$ cat config.mk
export PLATFORM = sky130hd
export DESIGN_NAME = serial_loaded_bank_mapper
export DESIGN_NICKNAME = d
export VERILOG_FILES = /design/src/hdl/slbm_pkg.sv /design/src/hdl/serial_loaded_bank_mapper.sv /design/src/hdl/slbm_in_reg.sv /design/src/hdl/slbm_core.sv /design/src/hdl/slbm_out_reg.sv
export VERILOG_INCLUDE_DIRS = /design/src /design/src/hdl
export SDC_FILE = /design/constraint.sdc
export NUM_CORES = 1
export LEC_CHECK = 0
export ABC_AREA = 0
export BUFFER_PORTS_ARGS = -buffer_cell sky130_fd_sc_hd__clkbuf_2
export CORE_MARGIN = 1
export CORE_UTILIZATION = 40
export DETAILED_ROUTE_END_ITERATION = 10
export HOLD_SLACK_MARGIN = 0.06
export SLEW_MARGIN = 20
export SYNTH_ARGS = -nofsm -noshare
export SYNTH_HDL_FRONTEND = slang
export SYNTH_HIERARCHICAL = 1
export SYNTH_SLANG_ARGS = --single-unit
$ cat constraint.sdc
create_clock -name clk -period 4.2 [get_ports clk]
set_input_delay 0.21 -clock clk [delete_from_list [all_inputs] [get_ports clk]]
set_output_delay 0.21 -clock clk [all_outputs]
set_load 0.02 [all_outputs]
$ cat src/hdl/assert_macros.svh
// ----------------------------------------------------------------------------
// Assertion macros
// Shared concurrent assertion forms for the mapper. Each check is sampled on
// the rising clock edge and is disabled while reset is high.
// ----------------------------------------------------------------------------
`ifndef ASSERT_MACROS_SVH
`define ASSERT_MACROS_SVH

// The consequent must hold in the same cycle as the antecedent.
`define ASSERT_SAME(label, clk, rst, ante, cons) \
  label: assert property (@(posedge clk) disable iff (rst) (ante) |-> (cons)) \
    else $error("assertion failed: same-cycle check");

// The consequent must hold in the cycle after the antecedent.
`define ASSERT_NEXT(label, clk, rst, ante, cons) \
  label: assert property (@(posedge clk) disable iff (rst) (ante) |=> (cons)) \
    else $error("assertion failed: next-cycle check");

`endif

$ cat src/hdl/slbm_pkg.sv
// ----------------------------------------------------------------------------
// slbm_pkg
// Word types and constants shared by the serial-loaded bank mapper.
// ----------------------------------------------------------------------------
package slbm_pkg;

  typedef struct packed {
    logic [3:0] addr_nibble;
    logic [7:0] data_byte;
  } in_word_t;

  typedef struct packed {
    logic [3:0] prg_bank_low;
    logic [3:0] prg_bank_high;
    logic [4:0] chr_bank_low;
    logic [4:0] chr_bank_high;
    logic [1:0] mirror_mode;
    logic       ram_enabled;
    logic       ram_bank;
    logic       register_loaded;
  } out_word_t;

  typedef struct packed {
    logic [4:0] control_reg;
    logic [2:0] shift_count;
  } core_status_t;

  localparam logic [1:0] TGT_CONTROL  = 2'd0;
  localparam logic [1:0] TGT_CHR_LOW  = 2'd1;
  localparam logic [1:0] TGT_CHR_HIGH = 2'd2;
  localparam logic [1:0] TGT_PRG      = 2'd3;

  localparam logic [4:0] CTRL_RESET     = 5'h0C;
  localparam logic [4:0] CTRL_RESET_SET = 5'h0C;
  localparam logic [2:0] SHIFT_LAST     = 3'd4;
  localparam logic [2:0] SHIFT_FULL     = 3'd5;

endpackage

$ cat src/hdl/serial_loaded_bank_mapper.sv
// ----------------------------------------------------------------------------
// serial_loaded_bank_mapper
// Five-bit serial register bank mapper: one CPU write in, one mapping out.
// ----------------------------------------------------------------------------
// Channel   Ports                          Carries
// req       req_valid, req_ready, req      CPU write word (address nibble, data)
// rsp       rsp_valid, rsp_ready, rsp      bank mapping word after that write
// cfg       cfg_we, cfg_wdata              revision_a rule select
//
// A write word is registered in the input register on acceptance and decoded
// into the result register once that register is free. One word is accepted
// every cycle while the result is not stalled; the latch and decode path is
// combinational. A stalled result holds the input register, and the input
// takes a new word only when the input register is empty or its word moves on.
// Synchronous reset clears handshakes and revision select and resets the state.
// ----------------------------------------------------------------------------
`include "assert_macros.svh"

module serial_loaded_bank_mapper
  import slbm_pkg::*;
(
  input  logic      clk,
  input  logic      rst,
  input  logic      req_valid,
  output logic      req_ready,
  input  in_word_t  req,
  output logic      rsp_valid,
  input  logic      rsp_ready,
  output out_word_t rsp,
  input  logic      cfg_we,
  input  logic      cfg_wdata
);

  logic         revision_a;
  logic         stage_valid;
  in_word_t     stage;
  logic         fire;
  out_word_t    result;
  core_status_t status;

  assign fire = stage_valid && (!rsp_valid || rsp_ready);

  always_ff @(posedge clk) begin
    if (rst) begin
      revision_a <= 1'b0;
    end else if (cfg_we) begin
      revision_a <= cfg_wdata;
    end
  end

  slbm_in_reg u_in_reg (
    .clk         (clk),
    .rst         (rst),
    .req_valid   (req_valid),
    .req_ready   (req_ready),
    .req         (req),
    .take        (fire),
    .stage_valid (stage_valid),
    .stage       (stage)
  );

  slbm_core u_core (
    .clk        (clk),
    .rst        (rst),
    .fire       (fire),
    .word       (stage),
    .revision_a (revision_a),
    .result     (result),
    .status     (status)
  );

  slbm_out_reg u_out_reg (
    .clk       (clk),
    .rst       (rst),
    .load      (fire),
    .result    (result),
    .rsp_valid (rsp_valid),
    .rsp_ready (rsp_ready),
    .rsp       (rsp)
  );

  `ASSERT_NEXT(a_fire_gives_rsp, clk, rst, fire, rsp_valid)
  `ASSERT_NEXT(a_reset_word_no_load, clk, rst, fire && stage.data_byte[7],
               !rsp.register_loaded && status.control_reg[3] && status.control_reg[2])
  `ASSERT_SAME(a_count_bound, clk, rst, 1'b1, status.shift_count <= SHIFT_LAST)
  `ASSERT_SAME(a_load_clears_count, clk, rst, rsp_valid && rsp.register_loaded,
               status.shift_count == 3'd0)

endmodule

$ cat src/hdl/slbm_in_reg.sv
// ----------------------------------------------------------------------------
// slbm_in_reg
// Input register that holds one write word until the core consumes it.
// ----------------------------------------------------------------------------
module slbm_in_reg
  import slbm_pkg::*;
(
  input  logic     clk,
  input  logic     rst,
  input  logic     req_valid,
  output logic     req_ready,
  input  in_word_t req,
  input  logic     take,
  output logic     stage_valid,
  output in_word_t stage
);

  assign req_ready = !stage_valid || take;

  always_ff @(posedge clk) begin
    if (rst) begin
      stage_valid <= 1'b0;
    end else if (req_ready) begin
      stage_valid <= req_valid;
    end
  end

  always_ff @(posedge clk) begin
    if (req_valid && req_ready) begin
      stage <= req;
    end
  end

endmodule

$ cat src/hdl/slbm_core.sv
// ----------------------------------------------------------------------------
// slbm_core
// Serial latch, the four mapping registers and the bank decode.
// ----------------------------------------------------------------------------
module slbm_core
  import slbm_pkg::*;
(
  input  logic         clk,
  input  logic         rst,
  input  logic         fire,
  input  in_word_t     word,
  input  logic         revision_a,
  output out_word_t    result,
  output core_status_t status
);

  logic [4:0] control_reg;
  logic [4:0] chr_reg_low;
  logic [4:0] chr_reg_high;
  logic [4:0] prg_reg;
  logic [4:0] shift_latch;
  logic [2:0] shift_count;
  logic [1:0] last_target;

  logic [4:0] control_reg_next;
  logic [4:0] chr_reg_low_next;
  logic [4:0] chr_reg_high_next;
  logic [4:0] prg_reg_next;
  logic [4:0] shift_latch_next;
  logic [2:0] shift_count_next;
  logic [1:0] last_target_next;
  logic       loaded;
  logic [1:0] target;

  assign target = word.addr_nibble[2:1];

  always_comb begin
    logic [4:0] latch_eff;
    logic [2:0] count_eff;
    control_reg_next  = control_reg;
    chr_reg_low_next  = chr_reg_low;
    chr_reg_high_next = chr_reg_high;
    prg_reg_next      = prg_reg;
    shift_latch_next  = shift_latch;
    shift_count_next  = shift_count;
    last_target_next  = last_target;
    loaded            = 1'b0;
    latch_eff         = shift_latch;
    count_eff         = shift_count;
    if (word.data_byte[7]) begin
      shift_latch_next = '0;
      shift_count_next = '0;
      control_reg_next = control_reg | CTRL_RESET_SET;
    end else begin
      if (target != last_target) begin
        latch_eff = '0;
        count_eff = '0;
      end
      last_target_next = target;
      if (count_eff > SHIFT_LAST) begin
        count_eff = '0;
      end
      latch_eff = latch_eff | (5'(word.data_byte[0]) << count_eff);
      count_eff = count_eff + 3'd1;
      if (count_eff == SHIFT_FULL) begin
        unique case (target)
          TGT_CONTROL:  control_reg_next  = latch_eff;
          TGT_CHR_LOW:  chr_reg_low_next  = latch_eff;
          TGT_CHR_HIGH: chr_reg_high_next = latch_eff;
          TGT_PRG:      prg_reg_next      = latch_eff;
          default:      prg_reg_next      = latch_eff;
        endcase
        shift_latch_next = '0;
        shift_count_next = '0;
        loaded           = 1'b1;
      end else begin
        shift_latch_next = latch_eff;
        shift_count_next = count_eff;
      end
    end
  end

  always_comb begin
    logic [3:0] bank_low;
    logic [3:0] bank_high;
    logic       big_bank;
    big_bank = revision_a && prg_reg_next[4];
    if (control_reg_next[3]) begin
      bank_low  = control_reg_next[2] ? prg_reg_next[3:0] : 4'h0;
      bank_high = control_reg_next[2] ? 4'hF : prg_reg_next[3:0];
    end else begin
      bank_low  = {prg_reg_next[3:1], 1'b0};
      bank_high = {prg_reg_next[3:1], 1'b1};
    end
    if (big_bank) begin
      bank_low  = {prg_reg_next[3], bank_low[2:0]};
      bank_high = {prg_reg_next[3], bank_high[2:0]};
    end
    result.prg_bank_low  = bank_low;
    result.prg_bank_high = bank_high;
    if (control_reg_next[4]) begin
      result.chr_bank_low  = chr_reg_low_next;
      result.chr_bank_high = chr_reg_high_next;
    end else begin
      result.chr_bank_low  = {chr_reg_low_next[4:1], 1'b0};
      result.chr_bank_high = {chr_reg_low_next[4:1], 1'b1};
    end
    result.mirror_mode     = control_reg_next[1:0];
    result.ram_enabled     = revision_a || !prg_reg_next[4];
    result.ram_bank        = big_bank && prg_reg_next[3];
    result.register_loaded = loaded;
  end

  always_ff @(posedge clk) begin
    if (rst) begin
      control_reg  <= CTRL_RESET;
      chr_reg_low  <= '0;
      chr_reg_high <= '0;
      prg_reg      <= '0;
      shift_latch  <= '0;
      shift_count  <= '0;
      last_target  <= TGT_CONTROL;
    end else if (fire) begin
      control_reg  <= control_reg_next;
      chr_reg_low  <= chr_reg_low_next;
      chr_reg_high <= chr_reg_high_next;
      prg_reg      <= prg_reg_next;
      shift_latch  <= shift_latch_next;
      shift_count  <= shift_count_next;
      last_target  <= last_target_next;
    end
  end

  assign status.control_reg = control_reg;
  assign status.shift_count = shift_count;

endmodule

$ cat src/hdl/slbm_out_reg.sv
// ----------------------------------------------------------------------------
// slbm_out_reg
// Result register that holds one mapping word until the consumer takes it.
// ----------------------------------------------------------------------------
module slbm_out_reg
  import slbm_pkg::*;
(
  input  logic      clk,
  input  logic      rst,
  input  logic      load,
  input  out_word_t result,
  output logic      rsp_valid,
  input  logic      rsp_ready,
  output out_word_t rsp
);

  always_ff @(posedge clk) begin
    if (rst) begin
      rsp_valid <= 1'b0;
    end else if (load) begin
      rsp_valid <= 1'b1;
    end else if (rsp_ready) begin
      rsp_valid <= 1'b0;
    end
  end

  always_ff @(posedge clk) begin
    if (load) begin
      rsp <= result;
    end
  end

endmodule

# Word-level counts from Yosys, hierarchy flattened

Cells that the tools add are included.

$add $sub $neg: 1
$lt $le $gt $ge: 1
Eq/ne operators: 5
Shifts and indexed selects: 1
Muxes and demuxes: 32
Bitwise gates (word level): 2
Reductions and logical operators: 13

Operator list:

| kind                                                 | count |
|---|---|
| two-way mux 5 bit                                    | 17 |
| two-way mux 4 bit                                    | 6 |
| two-way mux 3 bit                                    | 6 |
| bitwise OR 5 bit                                     | 1 |
| << shifter 1 x 3 -> 5 bit                            | 1 |
| equality test 2 bit (second input constant)          | 2 |
| logical AND 1 bit                                    | 4 |
| adder 3 x 1 -> 3 bit (second input constant)         | 1 |
| equality test 3 bit (second input constant)          | 1 |
| > comparator 3 bit (second input constant)           | 1 |
| logical NOT 1 bit                                    | 3 |
| logical OR 1 bit                                     | 3 |
| two-way mux 1 bit                                    | 3 |
| equality test 2 x 1 -> 1 bit (second input constant) | 1 |
| logical NOT 2 bit                                    | 1 |
| inequality test 2 bit                                | 1 |
| AND reduction 2 bit                                  | 1 |
| nonzero test 2 bit                                   | 1 |
| inverter 1 bit                                       | 1 |

Bits in registers: 67
Input bits: 18

# Logic depth before layout (Yosys ltp)

Gate-level depths: netlist (run 1).

Word-level depth: 14
Gate-level depth with buffers: 14
Depth with buffers taken out: 11

# Hierarchy

Netlist (run 1), hierarchy kept.

Modules (own cells, without submodules):

| module                    | times used | cells an instance | area an instance (um2) | sequential area each (um2) |
|---|---|---|---|---|
| slbm_core                 | 1          | 240               | 2042.0                 | 600.6 |
| slbm_out_reg              | 1          | 27                | 729.4                  | 710.7 |
| slbm_in_reg               | 1          | 17                | 415.4                  | 380.4 |
| serial_loaded_bank_mapper | 1          | 5                 | 45.0                   | 20.0 |

# Worst setup path after synthesis (run 1)

No wires, ideal clock.

Path type: flip-flop to flip-flop
From: register u_in_reg.stage_valid
To: register u_core.chr_reg_low[0]
Setup time: 0.132 ns
Arrival time: 3.379 ns
Path slack: 0.689 ns
Cell stages (with the launch flop): 7
Cells stage by stage: dfxtp_1 > a21boi_0 > clkbuf_1 > clkinv_1 > a2111o_1 > nor2_1 > nor3_1

Longest elaborated chain between the ends: 1

RTL lines:

| what                     | RTL line                        | RTL |
|---|---|---|
| start: declaration       | slbm_in_reg.sv:14               | `output logic stage_valid,` |
| start signal: assignment | slbm_in_reg.sv:24               | `stage_valid <= req_valid;` |
| logical AND 1 bit        | serial_loaded_bank_mapper.sv:41 | `assign fire = stage_valid && (!rsp_valid \|\| rsp_ready);` |
| via fire                 | serial_loaded_bank_mapper.sv:37 | `logic fire;` |
| end signal: assignment   | slbm_core.sv:125                | `chr_reg_low <= chr_reg_low_next;` |
| end: declaration         | slbm_core.sv:18                 | `logic [4:0] chr_reg_low;` |

The timed path passes the listed nets, and every way through them passes these cells.
A chain may end at the register's enable or synchronous reset.

==> impl_results.md, run 1 <==
* Root buffer cell: clkbuf_8
* Hold crit path type: primary input to flip-flop
* Final non-filler cell area at 0.00351 mm^2
* Critical path's top delay family: compound AO/OA/AOI/OAI gates
* Clock Skews at 12.2 ps
* Max-slew headroom at 52.0%
* Layout cells sized above 1 at 25.5%
* Chip width at 88.5 um
* Max reg flops at 23
* First-pass DRT Iterations at 4
* Overall power at 1.38 mW
* Fin. Hold Viols at 0
* Ys Warns at 6
* ANT cells at 0
* # clock sinks at 60
* Area grow syn2layout at 17.3%
* Max Fclk at 297 MHz
* RSZ-0062 raised after global routing: no
* Worst Path Max Fanout at 10
* Pin count of the biggest net entering global routing at 40
* Iteration-0 DRC Markers at 119
* Max cap viols at 0
* Setup CP Type: flip-flop to flip-flop
* Mapped Nets at 301
* Buffers on Ports at 34
* Placed instance count at 400
* CP most frequent cell: nor2_1
* Final WL at 6110 um
* Final ANT Viol Nets at 0
* Most common cell after layout, fill and taps aside: clkbuf_2
* Reg with most FFs: u_out_reg/rsp
* Grt ovf at 0
* Initial antenna violation count at 0
* Synthesized area per cell at 10.6 um^2
* Setup crit end kind: flip-flop
* Htree depth at 3
* Hold WS at 106 ps
* Placement Rows at 31
* Clk buf depth at 2
* Required time of the critical path at 4280 ps
* Ports at 43
* Crit path time final at 3370 ps
* CTS tree: yes
* Cells after Synth at 281
* Slew Limit Fails at 0
* NumNets Final at 336
* DRC at 0
* Startpoint class of the critical path: flip-flop
* VDD IR max at 0.151 mV
* Pwr dens at 394 mW/mm^2
* Clk slew on worst S/H paths at 70 ps
* Die Y at 88.5 um
* Starting density of the core at 41.2%
* Status: completed
* Die Area at 0.00783 mm^2
* CP max-delay cell: edfxtp_1
* Final core occ at 48.4%
* Leak pwr at 1.38 nW
* Setup TNS at 0 ps
* Final setup viols at 0
* CP bufs+invs at 1
* Routed length per placed instance at 14.6 um
* CP Data Arrival Time at 3450 ps
* CTS buffer count at 9
* Actual slew at the worst max-slew pin at 717 ps
* Slack of the critical path at 832 ps
* Final cell count without fillers at 420
* Worst path max stage delay at 520 ps
* Clk_lat worst skew at 350 ps
* Synthesized cell area at 0.00299 mm^2
* Most frequent cells in the layout: clkbuf_2 (34), dfxtp_1 (33), nor2_1 (32), edfxtp_1 (27), nand2_1 (23)
* HPWL after DPL at 4080 um
* Post-CTS sizing at 0
* Vias in the first global route at 1,986
* Vias at 2,188
* Tot GR Track Use at 17.1%
* Placed cell area at 0.00322 mm^2
* Placement Setup Slack at 862 ps
* Worst-path cell chain: xnor2_2 > nand2_1 > nor2_1 > and2_1 > ha_1 > inv_1 > a31oi_1 > o21ai_2 > mux2i_1 > nor2_1
* First-pass GRT wire length at 9680 um
* Core Area at 0.00725 mm^2
* GPL Wtd Cong at 0.847
* Via/cell ratio at 5.21
* Final period utilization at 80.2%
[final timing paths]
check	start	end	slack (ps)	cells after the start
setup reg to reg	u_in_reg/stage[10]$_DFFE_PP_	u_out_reg/rsp[19]$_DFFE_PP_	830	10
hold reg to reg	u_core/chr_reg_low[2]$_SDFFE_PP0P_	u_core/chr_reg_low[2]$_SDFFE_PP0P_	460	2
setup / recovery	u_in_reg/stage[10]$_DFFE_PP_	u_out_reg/rsp[19]$_DFFE_PP_	830	10
hold / removal	req_valid	u_in_reg/stage_valid$_SDFFE_PP0P_	110	3
[layout make-up]
type	instances	area (um^2)
Fill cell	691	3740
Clock buffer	9	124
Inverter	13	48.8
Sequential cell	60	1470
Timing Repair Buffer	40	225
Multi-Input combinational cell	192	1390
Clock inverter	7	124
Tap cell	99	124
[worst min-delay path: stages]
cell	delay, ps
clkbuf_2	90
inv_1	60
a21oi_2	50
[report_power, final]
part           leakage [nW]  internal [mW]  switching (mW)  total, mW
logic                 0.744         0.0345          0.0652     0.0998
registers             0.511          0.627          0.0133      0.640
clock network         0.120          0.398           0.246      0.644
total                  1.38           1.06           0.325       1.38
[what timing repair did]
item	CTS	global route
endpoints found under the hold margin	4	0
setup endpoints to repair	0	0
hold buffers	4	0
setup buffers	0	0
[per-layer routing]
metal	vias up	track usage, %	wire (um)
li1	1088	-	-
met1	1037	21.6	2880
met2	56	27.3	2910
met3	7	5.13	249
met4	0	7.04	73
met5	-	0	0
No activity file was read; power rests on OpenSTA's default activity.
==> run 2, diff against run 1 <==
clock period = 3.1 ns   (was 4.2 ns; I/O delays follow)
==> run 2 against run 1 <==
Clock power rose by 34%; sequential power rose by 35%; die area did not move; register-to-register slack got worse by 590 ps; global-route usage rose by 0.47 points; critical path type unchanged; critical endpoint is now u_out_reg/rsp[7]$_DFFE_PP_; largest power group unchanged.
==> impl_results.md, run 2 (synthesis results as in run 1) <==
* Setup TNS at 0 ps (unchanged)
* Vias in the first global route at 2,055 (was 1,986)
* VDD IR max at 0.243 mV (was 0.151 mV)
* Setup CP Type: flip-flop to flip-flop (unchanged)
* Leak pwr at 1.41 nW (was 1.38 nW)
* CP most frequent cell: nand2_1 (was nor2_1)
* Switching power share of the total at 23.3% (was 23.5%)
* Max Fclk at 350 MHz (was 297 MHz)
* Final cell count without fillers at 428 (was 420)
* Actual slew at the worst max-slew pin at 668 ps (was 717 ps)
* Status: completed (unchanged)
* M1 WL at 3030 um (was 2880 um)
* Most frequent cells in the layout: clkbuf_2 (34), dfxtp_1 (33), nor2_1 (32), edfxtp_1 (27), nand2_1 (23) (unchanged)
* HPWL after DPL at 4210 um (was 4080 um)
* RSZ-0062 raised after global routing: no (unchanged)
* Core Area at 0.00725 mm^2 (unchanged)
* Vias at 2,225 (was 2,188)
* Buffers on Ports at 34 (unchanged)
* Routed length per placed instance at 14.7 um (was 14.6 um)
* Reg power frac at 46.1% (was 46.2%)
* Comb pwr share at 7.8% (was 7.2%)
* First-pass DRT Iterations at 5 (was 4)
* Crit path time final at 2860 ps (was 3370 ps)
* Metal3 WL at 260 um (was 249 um)
* Hold crit path type: primary input to flip-flop (unchanged)
* Final period utilization at 92.3% (was 80.2%)
* Clk slew on worst S/H paths at 70 ps (about the same)
* Uppermost layer routed: met4 (unchanged)
* Max reg flops at 23 (unchanged)
* ANT cells at 0 (unchanged)
* Grt ovf at 0 (unchanged)
* Final core occ at 49.3% (was 48.4%)
* Initial antenna violation count at 0 (unchanged)
* DRC at 0 (unchanged)
* Clk buf depth at 2 (unchanged)
* CP max-delay cell: mux2i_4 (was edfxtp_1)
* Fin. Hold Viols at 0 (unchanged)
* Via/cell ratio at 5.20 (was 5.21)
* Htree depth at 3 (unchanged)
* Worst Path Max Fanout at 7 (was 10)
* CTS tree: yes (unchanged)
* Root buffer cell: clkbuf_8 (unchanged)
* Chip width at 88.5 um (unchanged)
* # clock sinks at 60 (unchanged)
* Clock network power share at 46.2% (was 46.5%)
* Reg with most FFs: u_out_reg/rsp (unchanged)
* Pin count of the biggest net entering global routing at 40 (unchanged)
* Clock Skews at 6.57 ps (was 12.2 ps)
* Clk_lat worst skew at 340 ps (was 350 ps)
* Layout cells sized above 1 at 26.7% (was 25.5%)
* Placed instance count at 406 (was 400)
* Net Sw Power at 0.437 mW (was 0.325 mW)
* CP Data Arrival Time at 3040 ps (was 3450 ps)
* CTS buffer count at 9 (unchanged)
* NumNets Final at 344 (was 336)
* Most common cell after layout, fill and taps aside: clkbuf_2 (unchanged)
* Required time of the critical path at 3280 ps (was 4280 ps)
* Ports at 43 (unchanged)
* First-pass GRT wire length at 10,000 um (was 9680 um)
* Met2 WL post-DR at 2950 um (was 2910 um)
* Tot GR Track Use at 17.5% (was 17.1%)
* Area grow syn2layout at 19.5% (was 17.3%)
* Final ANT Viol Nets at 0 (unchanged)
* Placement Rows at 31 (unchanged)
* Max cap viols at 0 (unchanged)
* Post-CTS sizing at 0 (unchanged)
* Startpoint class of the critical path: flip-flop (unchanged)
* Iteration-0 DRC Markers at 154 (was 119)
* Worst-path cell chain: xnor2_2 > nand2_1 > nor2_1 > and2_1 > inv_1 > ha_1 > nor2b_1 > nand2_1 > a21oi_4 > mux2i_4 > mux2i_1 (was xnor2_2 > nand2_1 > nor2_1 > and2_1 > ha_1 > inv_1 > a31oi_1 > o21ai_2 > mux2i_1 > nor2_1)
* Worst path max stage delay at 440 ps (was 520 ps)
* Slew Limit Fails at 0 (unchanged)
* Max-slew headroom at 55.5% (was 52.0%)
* Die Y at 88.5 um (unchanged)
* Starting density of the core at 41.2% (unchanged)
* Final WL at 6280 um (was 6110 um)
* Final setup viols at 0 (unchanged)
* Int Power at 1.44 mW (was 1.06 mW)
* Pwr dens at 525 mW/mm^2 (was 394 mW/mm^2)
* GPL Wtd Cong at 0.803 (was 0.847)
* Setup crit end kind: flip-flop (unchanged)
* Die Area at 0.00783 mm^2 (unchanged)
-- run 2: final timing paths --
check / slack, ps / start / end / depth (start not counted)
hold reg to reg: 460 / u_core/chr_reg_low[4]$_SDFFE_PP0P_ / u_core/chr_reg_low[4]$_SDFFE_PP0P_ / 2
hold / removal: 70 / cfg_we / revision_a$_SDFFE_PP0P_ / 3
setup reg to reg: 240 / u_in_reg/stage[9]$_DFFE_PP_ / u_out_reg/rsp[7]$_DFFE_PP_ / 11
setup / recovery: 240 / u_in_reg/stage[9]$_DFFE_PP_ / u_out_reg/rsp[7]$_DFFE_PP_ / 11
-- run 2: what timing repair did --
| action | 4_1_cts | 5_1_grt |
|---|---|---|
| setup buffers | 0 | 0 |
| hold endpoints to repair | 6 | 0 |
| hold buffers | 6 | 0 |
| endpoints found under the setup margin | 0 | 0 |
-- run 2: power by group through the flow --
| stage | Combinational (mW) | Clock [mW] | Sequential, mW |
|---|---|---|---|
| CTS | 0.146 | 0.884 | 0.865 |
| floorplan | 0.0829 | 0 | 0.893 |
| global route | 0.158 | 0.920 | 0.868 |
| global placement | 0.138 | 0 | 0.882 |
| finish | 0.146 | 0.866 | 0.865 |
| detailed placement | 0.139 | 0 | 0.883 |
-- run 2: worst max-delay path: cells and delay by family, from the launching register on --
family	cells	cell delay (ps)
XOR/XNOR	1	160
AO/OA/AOI/OAI	1	220
adder cells (fa/ha/maj)	1	240
buffers and inverters	1	60
multiplexers	2	720
AND/OR/NAND/NOR	5	870
flip-flops	1	430
-- run 2: metal layers --
metal | track usage [%] | vias up
li1 | - | 1103
met1 | 22.0 | 1057
met2 | 28.7 | 61
met3 | 3.73 | 4
met4 | 8.65 | 0
met5 | 0 | -
-- run 2: layout make-up --
class | count | area, um^2
fillers | 670 | 3680
flip-flops and latches | 60 | 1470
multi-input cells | 192 | 1390
repair buffers | 48 | 290
clock buffers | 9 | 124
clock inverters | 7 | 124
well taps | 99 | 124
inverters | 13 | 48.8
-- run 2: stage by stage --
step | power (mW) | worst slack (ps) | instance area, um^2 | hold slack [ps]
6_report | 1.88 | 239 | 3570 | 69.0
5_1_grt | 1.95 | 51.1 | 3570 | 96.7
4_1_cts | 1.90 | 236 | 3570 | 65.8
3_5_place_dp | 1.02 | 249 | 3270 | 334
3_3_place_gp | 1.02 | 322 | 3270 | 331
2_1_floorplan | 0.976 | 226 | 2990 | 217
